File: src/rtl/mbp_pkg.sv
// Shared types, constants and the message classifier of the MIDI byte stream parser.
package mbp_pkg;

  localparam int unsigned ByteW    = 8;
  localparam int unsigned LenW     = 2;
  localparam int unsigned ClassW   = 4;
  localparam int unsigned EnableW  = 12;
  localparam int unsigned QDepth   = 2;
  localparam int unsigned QPtrW    = $clog2(QDepth);
  localparam int unsigned QCntW    = $clog2(QDepth + 1);

  localparam logic [ByteW-1:0] SysMask     = 8'hF0;
  localparam logic [ByteW-1:0] StSysexBeg  = 8'hF0;
  localparam logic [ByteW-1:0] StQframe    = 8'hF1;
  localparam logic [ByteW-1:0] StSongPos   = 8'hF2;
  localparam logic [ByteW-1:0] StSongSel   = 8'hF3;
  localparam logic [ByteW-1:0] StTune      = 8'hF6;
  localparam logic [ByteW-1:0] StSysexEnd  = 8'hF7;
  localparam logic [ByteW-1:0] StRealtime  = 8'hF8;
  localparam logic [ByteW-1:0] HiNoteOff   = 8'h80;
  localparam logic [ByteW-1:0] HiNoteOn    = 8'h90;
  localparam logic [ByteW-1:0] HiAftertch  = 8'hA0;
  localparam logic [ByteW-1:0] HiCc        = 8'hB0;
  localparam logic [ByteW-1:0] HiProg      = 8'hC0;
  localparam logic [ByteW-1:0] HiPressure  = 8'hD0;
  localparam logic [ByteW-1:0] HiBend      = 8'hE0;

  localparam logic [ClassW-1:0] ClsCc        = 4'd0;
  localparam logic [ClassW-1:0] ClsNoteOn    = 4'd1;
  localparam logic [ClassW-1:0] ClsNoteOff   = 4'd2;
  localparam logic [ClassW-1:0] ClsAftertch  = 4'd3;
  localparam logic [ClassW-1:0] ClsBend      = 4'd4;
  localparam logic [ClassW-1:0] ClsSongPos   = 4'd5;
  localparam logic [ClassW-1:0] ClsProg      = 4'd6;
  localparam logic [ClassW-1:0] ClsPressure  = 4'd7;
  localparam logic [ClassW-1:0] ClsSongSel   = 4'd8;
  localparam logic [ClassW-1:0] ClsQframe    = 4'd9;
  localparam logic [ClassW-1:0] ClsRealtime  = 4'd10;
  localparam logic [ClassW-1:0] ClsTune      = 4'd11;
  localparam logic [ClassW-1:0] ClsOther     = 4'd12;

  localparam logic [LenW-1:0] Len1 = 2'd1;
  localparam logic [LenW-1:0] Len2 = 2'd2;
  localparam logic [LenW-1:0] Len3 = 2'd3;

  typedef enum logic [1:0] {
    MODE_IDLE  = 2'd0,
    MODE_TWO   = 2'd1,
    MODE_THREE = 2'd2,
    MODE_SYSEX = 2'd3
  } mode_t;

  typedef struct packed {
    logic [LenW-1:0]  len;
    logic [ByteW-1:0] b2;
    logic [ByteW-1:0] b1;
    logic [ByteW-1:0] b0;
  } msg_t;

  localparam int unsigned MsgW = $bits(msg_t);

  function automatic logic [ClassW-1:0] classify(input logic [LenW-1:0] len,
                                                 input logic [ByteW-1:0] b0);
    logic [ByteW-1:0] hi;
    logic [ClassW-1:0] cls;
    hi  = b0 & SysMask;
    cls = ClsOther;
    case (len)
      Len3: begin
        if (hi == HiCc) cls = ClsCc;
        else if (hi == HiNoteOn) cls = ClsNoteOn;
        else if (hi == HiNoteOff) cls = ClsNoteOff;
        else if (hi == HiAftertch) cls = ClsAftertch;
        else if (hi == HiBend) cls = ClsBend;
        else if (b0 == StSongPos) cls = ClsSongPos;
      end
      Len2: begin
        if (hi == HiProg) cls = ClsProg;
        else if (hi == HiPressure) cls = ClsPressure;
        else if (b0 == StSongSel) cls = ClsSongSel;
        else if (b0 == StQframe) cls = ClsQframe;
      end
      Len1: begin
        if (b0 >= StRealtime) cls = ClsRealtime;
        else if (b0 == StTune) cls = ClsTune;
      end
      default: cls = ClsOther;
    endcase
    return cls;
  endfunction

endpackage

File: src/rtl/mbp_front.sv
// Front end: byte parser that tracks mode, count and buffer and assembles messages.
module mbp_front (
  input  logic                        clk,
  input  logic                        rst_n,
  input  logic                        accept,
  input  logic [mbp_pkg::ByteW-1:0]   byte_in,
  output logic                        push,
  output mbp_pkg::msg_t               msg
);

  mbp_pkg::mode_t            mode_r, mode_nxt;
  logic [1:0]                cnt_r, cnt_nxt;
  logic [mbp_pkg::ByteW-1:0] buf_r [3];
  logic [mbp_pkg::ByteW-1:0] buf_nxt [3];
  logic [mbp_pkg::ByteW-1:0] hi;
  logic [1:0]                cnt_inc;
  mbp_pkg::mode_t            dmode;

  always_ff @(posedge clk) begin
    if (!rst_n) begin
      mode_r <= mbp_pkg::MODE_IDLE;
      cnt_r  <= 2'd0;
      for (int i = 0; i < 3; i++) begin
        buf_r[i] <= '0;
      end
    end else begin
      mode_r <= mode_nxt;
      cnt_r  <= cnt_nxt;
      for (int i = 0; i < 3; i++) begin
        buf_r[i] <= buf_nxt[i];
      end
    end
  end

  always_comb begin
    mode_nxt = mode_r;
    cnt_nxt  = cnt_r;
    for (int i = 0; i < 3; i++) begin
      buf_nxt[i] = buf_r[i];
    end
    push    = 1'b0;
    msg     = '0;
    hi      = byte_in & mbp_pkg::SysMask;
    cnt_inc = cnt_r + 2'd1;
    dmode   = (cnt_r == 2'd3) ? mbp_pkg::MODE_IDLE : mode_r;
    if (accept) begin
      if (byte_in >= mbp_pkg::StRealtime) begin
        push   = 1'b1;
        msg.len = mbp_pkg::Len1;
        msg.b0  = byte_in;
      end else if (byte_in[7]) begin
        if (byte_in == mbp_pkg::StSysexEnd) begin
          mode_nxt = mbp_pkg::MODE_IDLE;
          cnt_nxt  = 2'd0;
          push     = 1'b1;
          if (mode_r == mbp_pkg::MODE_SYSEX && cnt_r <= 2'd2) begin
            for (int i = 0; i < 3; i++) begin
              if (cnt_r == 2'(i)) buf_nxt[i] = byte_in;
            end
            msg.len = cnt_inc;
            msg.b0  = buf_nxt[0];
            msg.b1  = (cnt_inc >= mbp_pkg::Len2) ? buf_nxt[1] : '0;
            msg.b2  = (cnt_inc >= mbp_pkg::Len3) ? buf_nxt[2] : '0;
          end else begin
            msg.len = mbp_pkg::Len1;
            msg.b0  = byte_in;
          end
        end else begin
          buf_nxt[0] = byte_in;
          cnt_nxt    = 2'd1;
          if (hi == mbp_pkg::HiNoteOff || hi == mbp_pkg::HiNoteOn ||
              hi == mbp_pkg::HiAftertch || hi == mbp_pkg::HiCc ||
              hi == mbp_pkg::HiBend || byte_in == mbp_pkg::StSongPos) begin
            mode_nxt = mbp_pkg::MODE_THREE;
          end else if (hi == mbp_pkg::HiProg || hi == mbp_pkg::HiPressure ||
                       byte_in == mbp_pkg::StQframe ||
                       byte_in == mbp_pkg::StSongSel) begin
            mode_nxt = mbp_pkg::MODE_TWO;
          end else if (byte_in == mbp_pkg::StSysexBeg) begin
            mode_nxt = mbp_pkg::MODE_SYSEX;
          end else begin
            mode_nxt = mbp_pkg::MODE_IDLE;
            cnt_nxt  = 2'd0;
            if (byte_in == mbp_pkg::StTune) begin
              push    = 1'b1;
              msg.len = mbp_pkg::Len1;
              msg.b0  = byte_in;
            end
          end
        end
      end else begin
        mode_nxt = dmode;
        if (dmode != mbp_pkg::MODE_IDLE) begin
          for (int i = 0; i < 3; i++) begin
            if (cnt_r == 2'(i)) buf_nxt[i] = byte_in;
          end
          cnt_nxt = cnt_inc;
          if (cnt_inc == 2'd3) begin
            if (dmode != mbp_pkg::MODE_SYSEX) mode_nxt = mbp_pkg::MODE_IDLE;
            cnt_nxt = 2'd0;
            push    = 1'b1;
            msg.len = mbp_pkg::Len3;
            msg.b0  = buf_nxt[0];
            msg.b1  = buf_nxt[1];
            msg.b2  = buf_nxt[2];
          end else if (cnt_inc == 2'd2) begin
            if (dmode == mbp_pkg::MODE_TWO) begin
              mode_nxt = mbp_pkg::MODE_IDLE;
              cnt_nxt  = 2'd0;
              push     = 1'b1;
              msg.len  = mbp_pkg::Len2;
              msg.b0   = buf_nxt[0];
              msg.b1   = buf_nxt[1];
            end
          end else if (dmode != mbp_pkg::MODE_SYSEX) begin
            mode_nxt = mbp_pkg::MODE_IDLE;
          end
        end
      end
    end
  end

endmodule

File: src/rtl/mbp_queue.sv
// Short message queue between the parser and the output stage.
module mbp_queue (
  input  logic          clk,
  input  logic          rst_n,
  input  logic          push,
  input  mbp_pkg::msg_t wr_msg,
  input  logic          pop,
  output mbp_pkg::msg_t rd_msg,
  output logic          not_empty,
  output logic          not_full
);

  mbp_pkg::msg_t                 mem_r [mbp_pkg::QDepth];
  logic [mbp_pkg::QPtrW-1:0]     wr_ptr_r;
  logic [mbp_pkg::QPtrW-1:0]     rd_ptr_r;
  logic [mbp_pkg::QCntW-1:0]     cnt_r;

  assign not_empty = (cnt_r != '0);
  assign not_full  = (cnt_r != mbp_pkg::QCntW'(mbp_pkg::QDepth));
  assign rd_msg    = mem_r[rd_ptr_r];

  always_ff @(posedge clk) begin
    if (push) begin
      mem_r[wr_ptr_r] <= wr_msg;
    end
  end

  always_ff @(posedge clk) begin
    if (!rst_n) begin
      wr_ptr_r <= '0;
      rd_ptr_r <= '0;
      cnt_r    <= '0;
    end else begin
      if (push) begin
        wr_ptr_r <= (wr_ptr_r == mbp_pkg::QPtrW'(mbp_pkg::QDepth - 1)) ? '0 :
                    wr_ptr_r + mbp_pkg::QPtrW'(1);
      end
      if (pop) begin
        rd_ptr_r <= (rd_ptr_r == mbp_pkg::QPtrW'(mbp_pkg::QDepth - 1)) ? '0 :
                    rd_ptr_r + mbp_pkg::QPtrW'(1);
      end
      case ({push, pop})
        2'b10:   cnt_r <= cnt_r + mbp_pkg::QCntW'(1);
        2'b01:   cnt_r <= cnt_r - mbp_pkg::QCntW'(1);
        default: cnt_r <= cnt_r;
      endcase
    end
  end

endmodule

File: src/rtl/mbp_back.sv
// Back end: classifies queued messages, applies the enable mask and holds the output beat.
module mbp_back (
  input  logic                          clk,
  input  logic                          rst_n,
  input  logic                          cfg_write,
  input  logic [mbp_pkg::EnableW-1:0]   cfg_enable,
  input  logic                          q_not_empty,
  input  mbp_pkg::msg_t                 q_msg,
  output logic                          q_pop,
  output logic                          out_valid,
  input  logic                          out_ready,
  output mbp_pkg::msg_t                 out_msg,
  output logic [mbp_pkg::ClassW-1:0]    out_class,
  output logic                          out_claimed
);

  logic [mbp_pkg::EnableW-1:0] enable_r;
  logic                        valid_r;
  mbp_pkg::msg_t               msg_r;
  logic [mbp_pkg::ClassW-1:0]  class_r;
  logic                        claimed_r;
  logic [mbp_pkg::ClassW-1:0]  cls;
  logic [15:0]                 enable_ext;
  logic                        load;

  assign load       = !valid_r || out_ready;
  assign q_pop      = load && q_not_empty;
  assign cls        = mbp_pkg::classify(q_msg.len, q_msg.b0);
  assign enable_ext = 16'(enable_r);

  always_ff @(posedge clk) begin
    if (!rst_n) begin
      enable_r <= '0;
      valid_r  <= 1'b0;
    end else begin
      if (cfg_write) enable_r <= cfg_enable;
      if (load) valid_r <= q_not_empty;
    end
  end

  always_ff @(posedge clk) begin
    if (q_pop) begin
      msg_r     <= q_msg;
      class_r   <= cls;
      claimed_r <= (cls < mbp_pkg::ClsOther) && enable_ext[cls];
    end
  end

  assign out_valid   = valid_r;
  assign out_msg     = msg_r;
  assign out_class   = class_r;
  assign out_claimed = claimed_r;

endmodule

File: src/rtl/midi_byte_stream_parser.sv
// Top level of the MIDI byte stream parser.
// Bytes enter on the in_ stream, one per beat; a status byte has bit 7 set.
// Assembled messages of one to three bytes leave on the out_ stream with
// their class and claimed flag in out_tuser.
// The cfg_ channel writes the 12-bit handler enable mask; it is always ready
// and is meant to be written while the parser holds no pending message.
// A byte that completes a message passes through the queue and then the
// output register before it appears on the output.
// Throughput is one byte per cycle while the queue is not full.
// Realtime bytes are forwarded at once and leave the parse state untouched.
// A two-entry queue sits between parser and output register, so in_tready
// stays high while a finished message waits for the receiver.
// When the receiver stalls, the output beat holds and the queue fills;
// in_tready drops once the queue is full.
// Synchronous reset returns the parser to idle, clears the byte buffer,
// empties the queue and clears the enable mask.
module midi_byte_stream_parser (
  input  logic        clk,
  input  logic        rst_n,
  input  logic        in_tvalid,
  output logic        in_tready,
  input  logic [7:0]  in_tdata,   // [7:0] midi_byte
  output logic        out_tvalid,
  input  logic        out_tready,
  output logic [31:0] out_tdata,  // [1:0] msg_length, [9:2] first_byte,
                                  // [17:10] second_byte, [25:18] third_byte
  output logic [4:0]  out_tuser,  // [3:0] msg_class, [4] claimed
  input  logic        cfg_valid,
  output logic        cfg_ready,
  input  logic [11:0] cfg_data
);

  logic                         accept;
  logic                         push;
  mbp_pkg::msg_t                f_msg;
  mbp_pkg::msg_t                q_msg;
  logic                         q_pop;
  logic                         q_not_empty;
  logic                         q_not_full;
  mbp_pkg::msg_t                o_msg;
  logic [mbp_pkg::ClassW-1:0]   o_class;
  logic                         o_claimed;

  assign in_tready = q_not_full;
  assign accept    = in_tvalid && q_not_full;
  assign cfg_ready = 1'b1;

  mbp_front u_front (
    .clk     (clk),
    .rst_n   (rst_n),
    .accept  (accept),
    .byte_in (in_tdata),
    .push    (push),
    .msg     (f_msg)
  );

  mbp_queue u_queue (
    .clk       (clk),
    .rst_n     (rst_n),
    .push      (push),
    .wr_msg    (f_msg),
    .pop       (q_pop),
    .rd_msg    (q_msg),
    .not_empty (q_not_empty),
    .not_full  (q_not_full)
  );

  mbp_back u_back (
    .clk         (clk),
    .rst_n       (rst_n),
    .cfg_write   (cfg_valid),
    .cfg_enable  (cfg_data),
    .q_not_empty (q_not_empty),
    .q_msg       (q_msg),
    .q_pop       (q_pop),
    .out_valid   (out_tvalid),
    .out_ready   (out_tready),
    .out_msg     (o_msg),
    .out_class   (o_class),
    .out_claimed (o_claimed)
  );

  assign out_tdata = {6'd0, o_msg.b2, o_msg.b1, o_msg.b0, o_msg.len};
  assign out_tuser = {o_claimed, o_class};

endmodule

File: config.mk
export PLATFORM = sky130hd
export DESIGN_NAME = midi_byte_stream_parser
export DESIGN_NICKNAME = d
export VERILOG_FILES = /design/src/rtl/mbp_pkg.sv /design/src/rtl/mbp_front.sv /design/src/rtl/mbp_queue.sv /design/src/rtl/mbp_back.sv /design/src/rtl/midi_byte_stream_parser.sv
export SDC_FILE = /design/constraint.sdc
export NUM_CORES = 1
export LEC_CHECK = 0
export ABC_AREA = 1
export ABC_CLOCK_PERIOD_IN_PS = 5500
export BUFFER_PORTS_ARGS = -buffer_cell sky130_fd_sc_hd__buf_4
export CELL_PAD_IN_SITES_DETAIL_PLACEMENT = 0
export CELL_PAD_IN_SITES_GLOBAL_PLACEMENT = 2
export CORE_MARGIN = 2
export CORE_UTILIZATION = 25
export CTS_BUF_LIST = sky130_fd_sc_hd__clkbuf_8 sky130_fd_sc_hd__clkbuf_16
export DETAILED_ROUTE_END_ITERATION = 7
export PLACE_DENSITY_LB_ADDON = 0.2
export SYNTH_ARGS = -nofsm -noshare
export SYNTH_HDL_FRONTEND = slang
export SYNTH_SLANG_ARGS = --single-unit
export TNS_END_PERCENT = 50
File: constraint.sdc
create_clock -name clk -period 5.5 [get_ports clk]
set_clock_uncertainty 0.15 [all_clocks]
set_input_delay 0.825 -clock clk [delete_from_list [all_inputs] [get_ports clk]]
set_output_delay 0.825 -clock clk [all_outputs]
set_load 0.005 [all_outputs]
==> impl_results.html, run 1 <==
<table>
<tr><th>Metric</th><th>Value</th></tr>
<tr><th colspan="2">Critical path</th></tr>
<tr><td>Critical-path cell with the highest stage delay</td><td>buf_4</td></tr>
<tr><td>WP data arrival</td><td>2.92 ns</td></tr>
<tr><td>Crit. End Element</td><td>flip-flop</td></tr>
<tr><td>Critical path class</td><td>reg -&gt; reg</td></tr>
<tr><td>Required time at the endpoint of the critical path</td><td>5.52 ns</td></tr>
<tr><td>Crit path largest cell delay</td><td>0.33 ns</td></tr>
<tr><td>Largest delay contributor family on the critical path</td><td>simple AND/OR/NAND/NOR gates</td></tr>
<tr><td>CP dominant cell by count</td><td>nand2_1</td></tr>
<tr><td>Cell Chain, Critical Path</td><td>buf_4 -&gt; inv_2 -&gt; nand2_1 -&gt; nand2_1 -&gt; nor2_1 -&gt; nand3_1 -&gt; nand2_1 -&gt; inv_1 -&gt; nand2_2 -&gt; nand3_4 -&gt; nand2_1 -&gt; nand3_1 -&gt; nand3_1 -&gt; nand3_1 -&gt; nand2_1 -&gt; inv_1</td></tr>
<tr><td>Critical Path Source Type</td><td>flip-flop</td></tr>
<tr><td>Worst-path fanout max</td><td>31</td></tr>
<tr><td>Crit path buffers/inverters</td><td>4</td></tr>
<tr><th colspan="2">Synthesis</th></tr>
<tr><td>Average size of a mapped cell</td><td>9.06 um2</td></tr>
<tr><td>Biggest area consumer among synthesized cells</td><td>edfxtp_1</td></tr>
<tr><td>Synthesized cell area</td><td>between 0.005 and 0.006 mm2</td></tr>
<tr><td>Share of the synthesized netlist area taken by xor and xnor gates</td><td>0%</td></tr>
<tr><td>Largest family of logic cells by synthesized area</td><td>simple AND/OR/NAND/NOR gates</td></tr>
<tr><td>Post-synth EDFFs</td><td>83</td></tr>
<tr><td>Post-synthesis instance total</td><td>623</td></tr>
<tr><td>Async set-reset flop share out of synthesis</td><td>0%</td></tr>
<tr><td>Number of warnings issued by yosys</td><td>0</td></tr>
<tr><td>Post-synthesis share of cell area spent on full adders, half adders and majority gates</td><td>1.11%</td></tr>
<tr><td>Cell variety after synth</td><td>38</td></tr>
<tr><td>Flop and latch count out of synthesis</td><td>121</td></tr>
<tr><td>Synth Area in Simple Gates</td><td>22.0%</td></tr>
<tr><td>Compound-gate portion of the synthesized area</td><td>11.4%</td></tr>
<tr><td>Mux contribution to synthesized area</td><td>0%</td></tr>
<tr><td>Share of the synthesized area in the top cell type</td><td>44.2%</td></tr>
<tr><td>Leading post-synthesis cells by cell area</td><td>edfxtp_1 44%, dfxtp_1 13%, nand2_1 10%, o21ai_0 6.0%, nor2_1 4.3%</td></tr>
<tr><td>Share of synthesized area occupied by flip-flops and latches</td><td>57.6%</td></tr>
<tr><td>Most instantiated flip-flop cell in the synthesis netlist</td><td>edfxtp_1</td></tr>
<tr><th colspan="2">Route</th></tr>
<tr><td>Post-detailed-route wirelength per cell</td><td>~14 um</td></tr>
<tr><td>Count of routing violations after the opening detailed-route iteration</td><td>249</td></tr>
<tr><td>Drt via density</td><td>4.27</td></tr>
<tr><td>Post-detailed-route DRC marker count</td><td>0</td></tr>
<tr><td>Routed WL</td><td>14.0 mm</td></tr>
<tr><td>Vias</td><td>around 4.2k</td></tr>
<tr><td>Initial DRT Pass Iterations</td><td>4</td></tr>
<tr><td>Antenna Violating Nets Remaining</td><td>0</td></tr>
<tr><th colspan="2">Timing</th></tr>
<tr><td>Crit path setup slack, layout</td><td>2.61 ns</td></tr>
<tr><td>Hold WS</td><td>0.309 ns</td></tr>
<tr><td>Setup Viol. Count Final</td><td>0</td></tr>
<tr><td>Final hold viol count</td><td>0</td></tr>
<tr><td>Top achievable clock speed</td><td>0.346 GHz</td></tr>
<tr><td>Setup repair after global routing missed its margin</td><td>no</td></tr>
<tr><td>Period utilization</td><td>52.6%</td></tr>
<tr><td>Worst-margin pin slew</td><td>0.540 ns</td></tr>
<tr><td>Shortest period the worst path allows</td><td>2.89 ns</td></tr>
<tr><td>Final total negative setup slack</td><td>0 ns</td></tr>
<tr><td>Pins over their slew limit</td><td>0</td></tr>
<tr><td>Slew margin rel.</td><td>between 60% and 70%</td></tr>
<tr><th colspan="2">GRT</th></tr>
<tr><td>Vias in the first global route</td><td>4084</td></tr>
<tr><td>GRT Resource Usage Total</td><td>12.2%</td></tr>
<tr><td>Grt ovf</td><td>0</td></tr>
<tr><td>Wire length of the first global-routing pass</td><td>between 20 and 25 mm</td></tr>
<tr><td>Maximum number of pins on one net before global-route repair</td><td>36</td></tr>
<tr><td>Number of antenna violations at the first check in global routing</td><td>0</td></tr>
<tr><th colspan="2">Power and ir drop</th></tr>
<tr><td>Share of power burned in combinational logic</td><td>25.4%</td></tr>
<tr><td>Leakage power figure</td><td>around 2.9 nW</td></tr>
<tr><td>Sw frac</td><td>31.8%</td></tr>
<tr><td>Power density over the cells</td><td>449 mW/mm2</td></tr>
<tr><td>NetSw</td><td>985 uW</td></tr>
<tr><td>Worst IR Drop VDD</td><td>198 uV</td></tr>
<tr><td>Sequential cell fraction of total power</td><td>39.4%</td></tr>
<tr><td>Proportion of power drawn by the clock network</td><td>35.2%</td></tr>
<tr><td>Cell internal pwr</td><td>2.12 mW</td></tr>
<tr><th colspan="2">Cells and area</th></tr>
<tr><td># fillers</td><td>2299</td></tr>
<tr><td>Most frequent cells in the layout</td><td>157 x nand2_1, 83 x edfxtp_1, 68 x o21ai_0, 63 x inv_1, 62 x nor2_1</td></tr>
<tr><td>Ratio of cells with drive above 1 in the final layout</td><td>17.6%</td></tr>
<tr><td>Most common cell after layout, fill and taps aside</td><td>nand2_1</td></tr>
<tr><td>Multi-input gate area in the final layout</td><td>0.00199 mm2</td></tr>
<tr><td>Layout net count</td><td>710</td></tr>
<tr><td>Number of antenna diodes</td><td>0</td></tr>
<tr><td>Area used by sequential logic in the layout</td><td>0.00325 mm2</td></tr>
<tr><td>Area growth from synthesis to final layout</td><td>22.3%</td></tr>
<tr><th colspan="2">Placed design</th></tr>
<tr><td>Gpl congestion</td><td>0.801</td></tr>
<tr><td>DP HPWL</td><td>10.1 mm</td></tr>
<tr><td>Input/output buffers</td><td>57</td></tr>
<tr><td>Setup slack after placement</td><td>~2.5 ns</td></tr>
<tr><th colspan="2">CTS</th></tr>
<tr><td>Clock Sinks</td><td>roughly 120</td></tr>
<tr><td>Root buffer cell</td><td>clkbuf_16</td></tr>
<tr><td>Total number of H-tree levels</td><td>4</td></tr>
<tr><td>Max Root-Sink Buffers</td><td>2</td></tr>
<tr><td>Number of buffers inserted by hold repair at cts</td><td>0</td></tr>
<tr><td>CTS tree</td><td>built</td></tr>
<tr><td>Clk pin slew, worst setup/hold paths</td><td>0.06 ns</td></tr>
<tr><td>Number of CTS-inserted buffers</td><td>17</td></tr>
<tr><td>Post-CTS setup buffers</td><td>0</td></tr>
<tr><td>Post-cts repair resize count</td><td>0</td></tr>
<tr><td>Clock insertion delay at the later pin of the skew report</td><td>between 0.4 and 0.5 ns</td></tr>
<tr><th colspan="2">Hold path</th></tr>
<tr><td>Class of the most critical hold timing path</td><td>reg -&gt; reg</td></tr>
<tr><th colspan="2">Status</th></tr>
<tr><td>Run status</td><td>finished clean</td></tr>
<tr><th colspan="2">Floorplanning</th></tr>
<tr><td>Ports placed on the boundary</td><td>65</td></tr>
<tr><td>Starting density of the core</td><td>between 20 and 30%</td></tr>
<tr><td>Total die area</td><td>0.0238 mm2</td></tr>
<tr><td>Overall die height</td><td>approximately 150 um</td></tr>
<tr><td>Cell Rows</td><td>54</td></tr>
<tr><td>Die outline width</td><td>about 150 um</td></tr>
<tr><td>Std-Cell Core Area</td><td>0.0220 mm2</td></tr>
<tr><th colspan="2">Flow run</th></tr>
<tr><td>Number of maximum-capacitance constraint violations</td><td>0</td></tr>
</table>
==> synth_stat cells, types with 4 or more instances <==
library cell,instances
a31oi_1,5
nor2_1,64
clkbuf_1,11
edfxtp_1,83
a21oi_1,39
ha_1,5
nand2_1,157
inv_1,61
buf_4,10
nand3_1,20
nor3_1,5
nand4_1,8
dfxtp_1,38
inv_2,5
o21ai_0,68
nand2_2,4
==> area by class of cell <==
type                            instances  area share [%]
Sequential cell                       121            47.1
Multi-Input combinational cell        409            28.9
Timing Repair Buffer                   61            6.64
Clock buffer                           17            6.16
Tap cell                              280            5.08
Inverter                               70            3.95
Clock inverter                         15            2.18
==> power by group through the flow <==
stage               clock [mW]  sequential [mW]  combinational, mW
detailed placement           0             1.24              0.805
floorplan                    0             1.26              0.457
CTS                       1.12             1.23              0.805
global route              1.16             1.24              0.903
global placement             0             1.24              0.807
finish                    1.09             1.22              0.788
==> kinds of logic (layout without fill, tap and decap cells) <==
family | count (synthesis) | after routing
adder cells (fa/ha/maj) | 5 | 5
buffers and inverters | 98 | 163
AO/OA/AOI/OAI | 121 | 121
AND/OR/NAND/NOR | 276 | 276
flip-flops | 121 | 121
other | 2 | 7
==> metal layers <==
layer	track usage, %	wire length (um)
met5	0	0
met3	2.86	513
met1	17.1	7080
met2	18.7	6270
met4	3.84	125
==> path summary, 6_finish.rpt <==
check / start / end / slack (ns) / cells after the start
setup / recovery: flip-flop / u_back.out_claimed$_DFFE_PP_ / 2.61 / 16
hold / removal: u_queue.rd_ptr_r$_SDFFE_PN0P_ / flip-flop / 0.31 / 1
setup reg to reg: flip-flop / u_back.out_claimed$_DFFE_PP_ / 2.61 / 16
hold reg to reg: u_queue.rd_ptr_r$_SDFFE_PN0P_ / flip-flop / 0.31 / 1
==> flip-flops by register name, summed over array words and instances, names as in the netlist, named ones only <==
register / cells
u_back.out_valid: 1
u_queue.wr_ptr_r: 1
u_queue.mem_r: 52
u_front.buf_r: 15
u_front.cnt_r: 2
u_queue.cnt_r: 2
u_queue.rd_ptr_r: 1
u_back.out_claimed: 1
u_back.enable_r: 12
u_back.out_msg: 26
u_front.mode_r: 2
u_back.out_class: 4
==> through the flow <==
step,cells,cell area [um2],power [mW],util [%]
3_5_place_dp,941,6330,2.05,28.8
3_3_place_gp,941,6330,2.05,28.8
5_1_grt,973,6900,3.30,31.4
2_1_floorplan,628,5660,1.71,-
6_report,973,6900,3.10,31.4
4_1_cts,973,6900,3.15,31.4
Note: power is estimated with default switching activity, not from simulation.
==> run 2, diff against run 1 <==
Settings changed: ABC_CLOCK_PERIOD_IN_PS 5500 to 2300.
Clock period 5.5 ns to 2.3 ns, I/O delays scaled along.
==> impl_results.html, run 2 (same netlist as run 1, synthesis figures left out) <==
<table>
<tr><th>Metric</th><th>Value</th></tr>
<tr><th colspan="2">Status</th></tr>
<tr><td>Run status</td><td>finished clean</td></tr>
<tr><th colspan="2">Timing</th></tr>
<tr><td>Top achievable clock speed</td><td>0.450 GHz (+30%)</td></tr>
<tr><td>Setup repair after global routing missed its margin</td><td>yes</td></tr>
<tr><td>Pins over their slew limit</td><td>0 (unchanged)</td></tr>
<tr><td>Shortest period the worst path allows</td><td>2.22 ns (-0.671 ns)</td></tr>
<tr><td>Setup Viol. Count Final</td><td>0 (unchanged)</td></tr>
<tr><td>Final hold viol count</td><td>0 (unchanged)</td></tr>
<tr><td>Period utilization</td><td>96.7% (+44 points)</td></tr>
<tr><th colspan="2">Floorplanning</th></tr>
<tr><td>Std-Cell Core Area</td><td>0.0220 mm2 (unchanged)</td></tr>
<tr><td>Cell Rows</td><td>54 (unchanged)</td></tr>
<tr><td>Starting density of the core</td><td>25.7% (unchanged)</td></tr>
<tr><td>Die outline width</td><td>154 um (unchanged)</td></tr>
<tr><td>Overall die height</td><td>154 um (unchanged)</td></tr>
<tr><td>Ports placed on the boundary</td><td>65 (unchanged)</td></tr>
<tr><td>Total die area</td><td>0.0238 mm2 (unchanged)</td></tr>
<tr><th colspan="2">Placed design</th></tr>
<tr><td>Gpl congestion</td><td>0.768 (-4.1%)</td></tr>
<tr><td>DP HPWL</td><td>10.3 mm (+1.5%)</td></tr>
<tr><td>Input/output buffers</td><td>57 (unchanged)</td></tr>
<tr><td>Cell count after placement</td><td>985 (+4.7%)</td></tr>
<tr><td>Cell area reported after detailed placement</td><td>0.00671 mm2 (+6.1%)</td></tr>
<tr><th colspan="2">GRT</th></tr>
<tr><td>Number of antenna violations at the first check in global routing</td><td>0 (unchanged)</td></tr>
<tr><td>Wire length of the first global-routing pass</td><td>22.9 mm (+1.7%)</td></tr>
<tr><td>Vias in the first global route</td><td>4503 (+10%)</td></tr>
<tr><td>Grt ovf</td><td>0 (unchanged)</td></tr>
<tr><td>GRT Resource Usage Total</td><td>12.3% (+0.16 points)</td></tr>
<tr><td>Maximum number of pins on one net before global-route repair</td><td>36 (unchanged)</td></tr>
<tr><th colspan="2">Route</th></tr>
<tr><td>Vias</td><td>4459 (+7.3%)</td></tr>
<tr><td>Post-detailed-route wirelength per cell</td><td>13.9 um (-3.4%)</td></tr>
<tr><td>Count of routing violations after the opening detailed-route iteration</td><td>198 (-20%)</td></tr>
<tr><td>Post-detailed-route DRC marker count</td><td>0 (unchanged)</td></tr>
<tr><td>Drt via density</td><td>4.34 (+1.5%)</td></tr>
<tr><td>Routed WL</td><td>14.3 mm (+2.1%)</td></tr>
<tr><td>Antenna Violating Nets Remaining</td><td>0 (unchanged)</td></tr>
<tr><td>Initial DRT Pass Iterations</td><td>4 (unchanged)</td></tr>
<tr><th colspan="2">Cells and area</th></tr>
<tr><td>Area growth from synthesis to final layout</td><td>33.2%</td></tr>
<tr><td>Util after Layout</td><td>34.2% (+2.8 points)</td></tr>
<tr><td>Register name with the most flops</td><td>u_queue.mem_r</td></tr>
<tr><td>Post-route standard cell area excluding fillers</td><td>0.00752 mm2 (+8.9%)</td></tr>
<tr><td>Ratio of cells with drive above 1 in the final layout</td><td>25.5% (+7.9 points)</td></tr>
<tr><td>Layout net count</td><td>765 (+7.7%)</td></tr>
<tr><td>Post-layout instance count excluding filler cells</td><td>1028 (+5.7%)</td></tr>
<tr><td>Flip-flop count of the largest register after layout</td><td>52 (unchanged)</td></tr>
<tr><td>Number of antenna diodes</td><td>0 (unchanged)</td></tr>
<tr><td>Most frequent cells in the layout</td><td>151 x nand2_1, 104 x buf_4, 83 x edfxtp_1, 66 x o21ai_0, 62 x inv_1</td></tr>
<tr><td>Most common cell after layout, fill and taps aside</td><td>nand2_1</td></tr>
<tr><th colspan="2">Power and ir drop</th></tr>
<tr><td>Worst IR Drop VDD</td><td>472 uV (+140%)</td></tr>
<tr><td>Share of power burned in combinational logic</td><td>27.9% (+2.5 points)</td></tr>
<tr><td>Proportion of power drawn by the clock network</td><td>33.4% (-1.8 points)</td></tr>
<tr><td>Sequential cell fraction of total power</td><td>38.6% (-0.8 points)</td></tr>
<tr><td>NetSw</td><td>2.37 mW (+140%)</td></tr>
<tr><td>Power density over the cells</td><td>1020 mW/mm2 (+130%)</td></tr>
<tr><td>Leakage power figure</td><td>3.22 nW (+11%)</td></tr>
<tr><td>Sw frac</td><td>31.0% (-0.70 points)</td></tr>
<tr><td>Cell internal pwr</td><td>5.27 mW (+150%)</td></tr>
<tr><th colspan="2">CTS</th></tr>
<tr><td>Clock Sinks</td><td>121 (unchanged)</td></tr>
<tr><td>Total number of H-tree levels</td><td>4 (unchanged)</td></tr>
<tr><td>Clk pin slew, worst setup/hold paths</td><td>0.05 ns (about the same)</td></tr>
<tr><td>Max Root-Sink Buffers</td><td>2 (unchanged)</td></tr>
<tr><td>Root buffer cell</td><td>clkbuf_16</td></tr>
<tr><td>Clock insertion delay at the later pin of the skew report</td><td>0.41 ns (about the same)</td></tr>
<tr><td>CTS tree</td><td>built</td></tr>
<tr><td>Number of CTS-inserted buffers</td><td>17 (unchanged)</td></tr>
<tr><th colspan="2">Critical path</th></tr>
<tr><td>Critical-path cell with the highest stage delay</td><td>dfxtp_4</td></tr>
<tr><td>Cell Chain, Critical Path</td><td>ha_4 -&gt; nor2_4 -&gt; nand3_2 -&gt; nand2_1 -&gt; nand2_1 -&gt; inv_2 -&gt; nand2_2 -&gt; nand3_4 -&gt; nand2_4 -&gt; buf_6 -&gt; nor2_4 -&gt; clkbuf_16</td></tr>
<tr><td>Crit path largest cell delay</td><td>0.37 ns (+0.04 ns)</td></tr>
<tr><td>Crit. End Element</td><td>flip-flop</td></tr>
<tr><td>Crit path buffers/inverters</td><td>3 (-1)</td></tr>
<tr><td>WP data arrival</td><td>2.19 ns (-0.73 ns)</td></tr>
<tr><td>Critical Path Source Type</td><td>flip-flop</td></tr>
<tr><td>Required time at the endpoint of the critical path</td><td>2.27 ns (-3.25 ns)</td></tr>
<tr><td>Largest delay contributor family on the critical path</td><td>simple AND/OR/NAND/NOR gates</td></tr>
<tr><td>Worst-path fanout max</td><td>7 (-77%)</td></tr>
<tr><td>Critical path class</td><td>reg -&gt; reg</td></tr>
<tr><th colspan="2">Flow run</th></tr>
<tr><td>Number of maximum-capacitance constraint violations</td><td>0 (unchanged)</td></tr>
<tr><th colspan="2">Hold path</th></tr>
<tr><td>Class of the most critical hold timing path</td><td>in -&gt; reg</td></tr>
</table>
==> run 2: changes by cell type in the layout (fill, tap and decap cells not counted), sizes merged <==
cell / before / now
bufinv: 2 / 1
clkinv: 7 / 9
buf: 61 / 109
dlygate4sd3: 0 / 6
inv: 74 / 70
clkbuf: 17 / 21
==> run 2: path summary, 6_finish.rpt <==
check | startpoint | slack, ns | depth (start not counted) | end
min reg2reg | u_queue.rd_ptr_r$_SDFFE_PN0P_ | 0.31 | 1 | flip-flop
max | u_front.cnt_r[0]$_SDFFE_PN0P_ | 0.08 | 12 | u_queue.mem_r[1][5]$_DFFE_PP_
max reg2reg | u_front.cnt_r[0]$_SDFFE_PN0P_ | 0.08 | 12 | u_queue.mem_r[1][5]$_DFFE_PP_
min | cfg_data[11] | 0.02 | 3 | u_back.enable_r[11]$_SDFFE_PN0P_
==> run 2: area by class of cell <==
type                    count  area, um2
clock inverters            12       98.8
clock buffers              20        478
multi-input cells         409       2100
fillers                  2260      14400
flip-flops and latches    121       3260
inverters                  70        278
repair buffers            116        948
well taps                 280        350
==> run 2: what timing repair did <==
action	CTS	global route
buffers inserted	0	3
pin swaps	1	7
gates cloned	0	2
setup endpoints to repair	1	75
resized for setup	2	29
hold endpoints to repair	6	0
hold buffers	6	0
==> run 2: stage by stage <==
step / setup TNS, ns / power (mW) / setup WS (ns) / hold WS, ns
2_1_floorplan: 0 / 4.11 / 0.0186 / 0.275
3_3_place_gp: -0.140 / 5.03 / -0.0698 / 0.287
3_5_place_dp: -0.0186 / 5.05 / -0.00626 / 0.298
4_1_cts: 0 / 7.65 / 0.00278 / 0.00733
5_1_grt: -0.994 / 8.12 / -0.0448 / 0.0144
6_report: 0 / 7.64 / 0.0763 / 0.0232
==> run 2: metal layers <==
metal / track usage, % / vias up / part of all wire (%)
li1: - / 2305 / -
met1: 16.0 / 2040 / 47
met2: 19.8 / 95 / 47
met3: 3.50 / 19 / 4.0
met4: 4.28 / 0 / 1.6
met5: 0 / - / 0
==> run 2: tightest hold or removal path, cell delays in order <==
cell and delay, ns:
buf_4 0.08, nor2_1 0.04, nor2_1 0.08
==> run 2: power groups by stage <==
stage	registers [mW]	clock network [mW]	logic, mW
CTS	2.94	2.63	2.08
detailed placement	2.98	0	2.07
global placement	2.97	0	2.05
floorplan	2.99	0	1.12
global route	2.99	2.71	2.41
finish	2.95	2.55	2.13
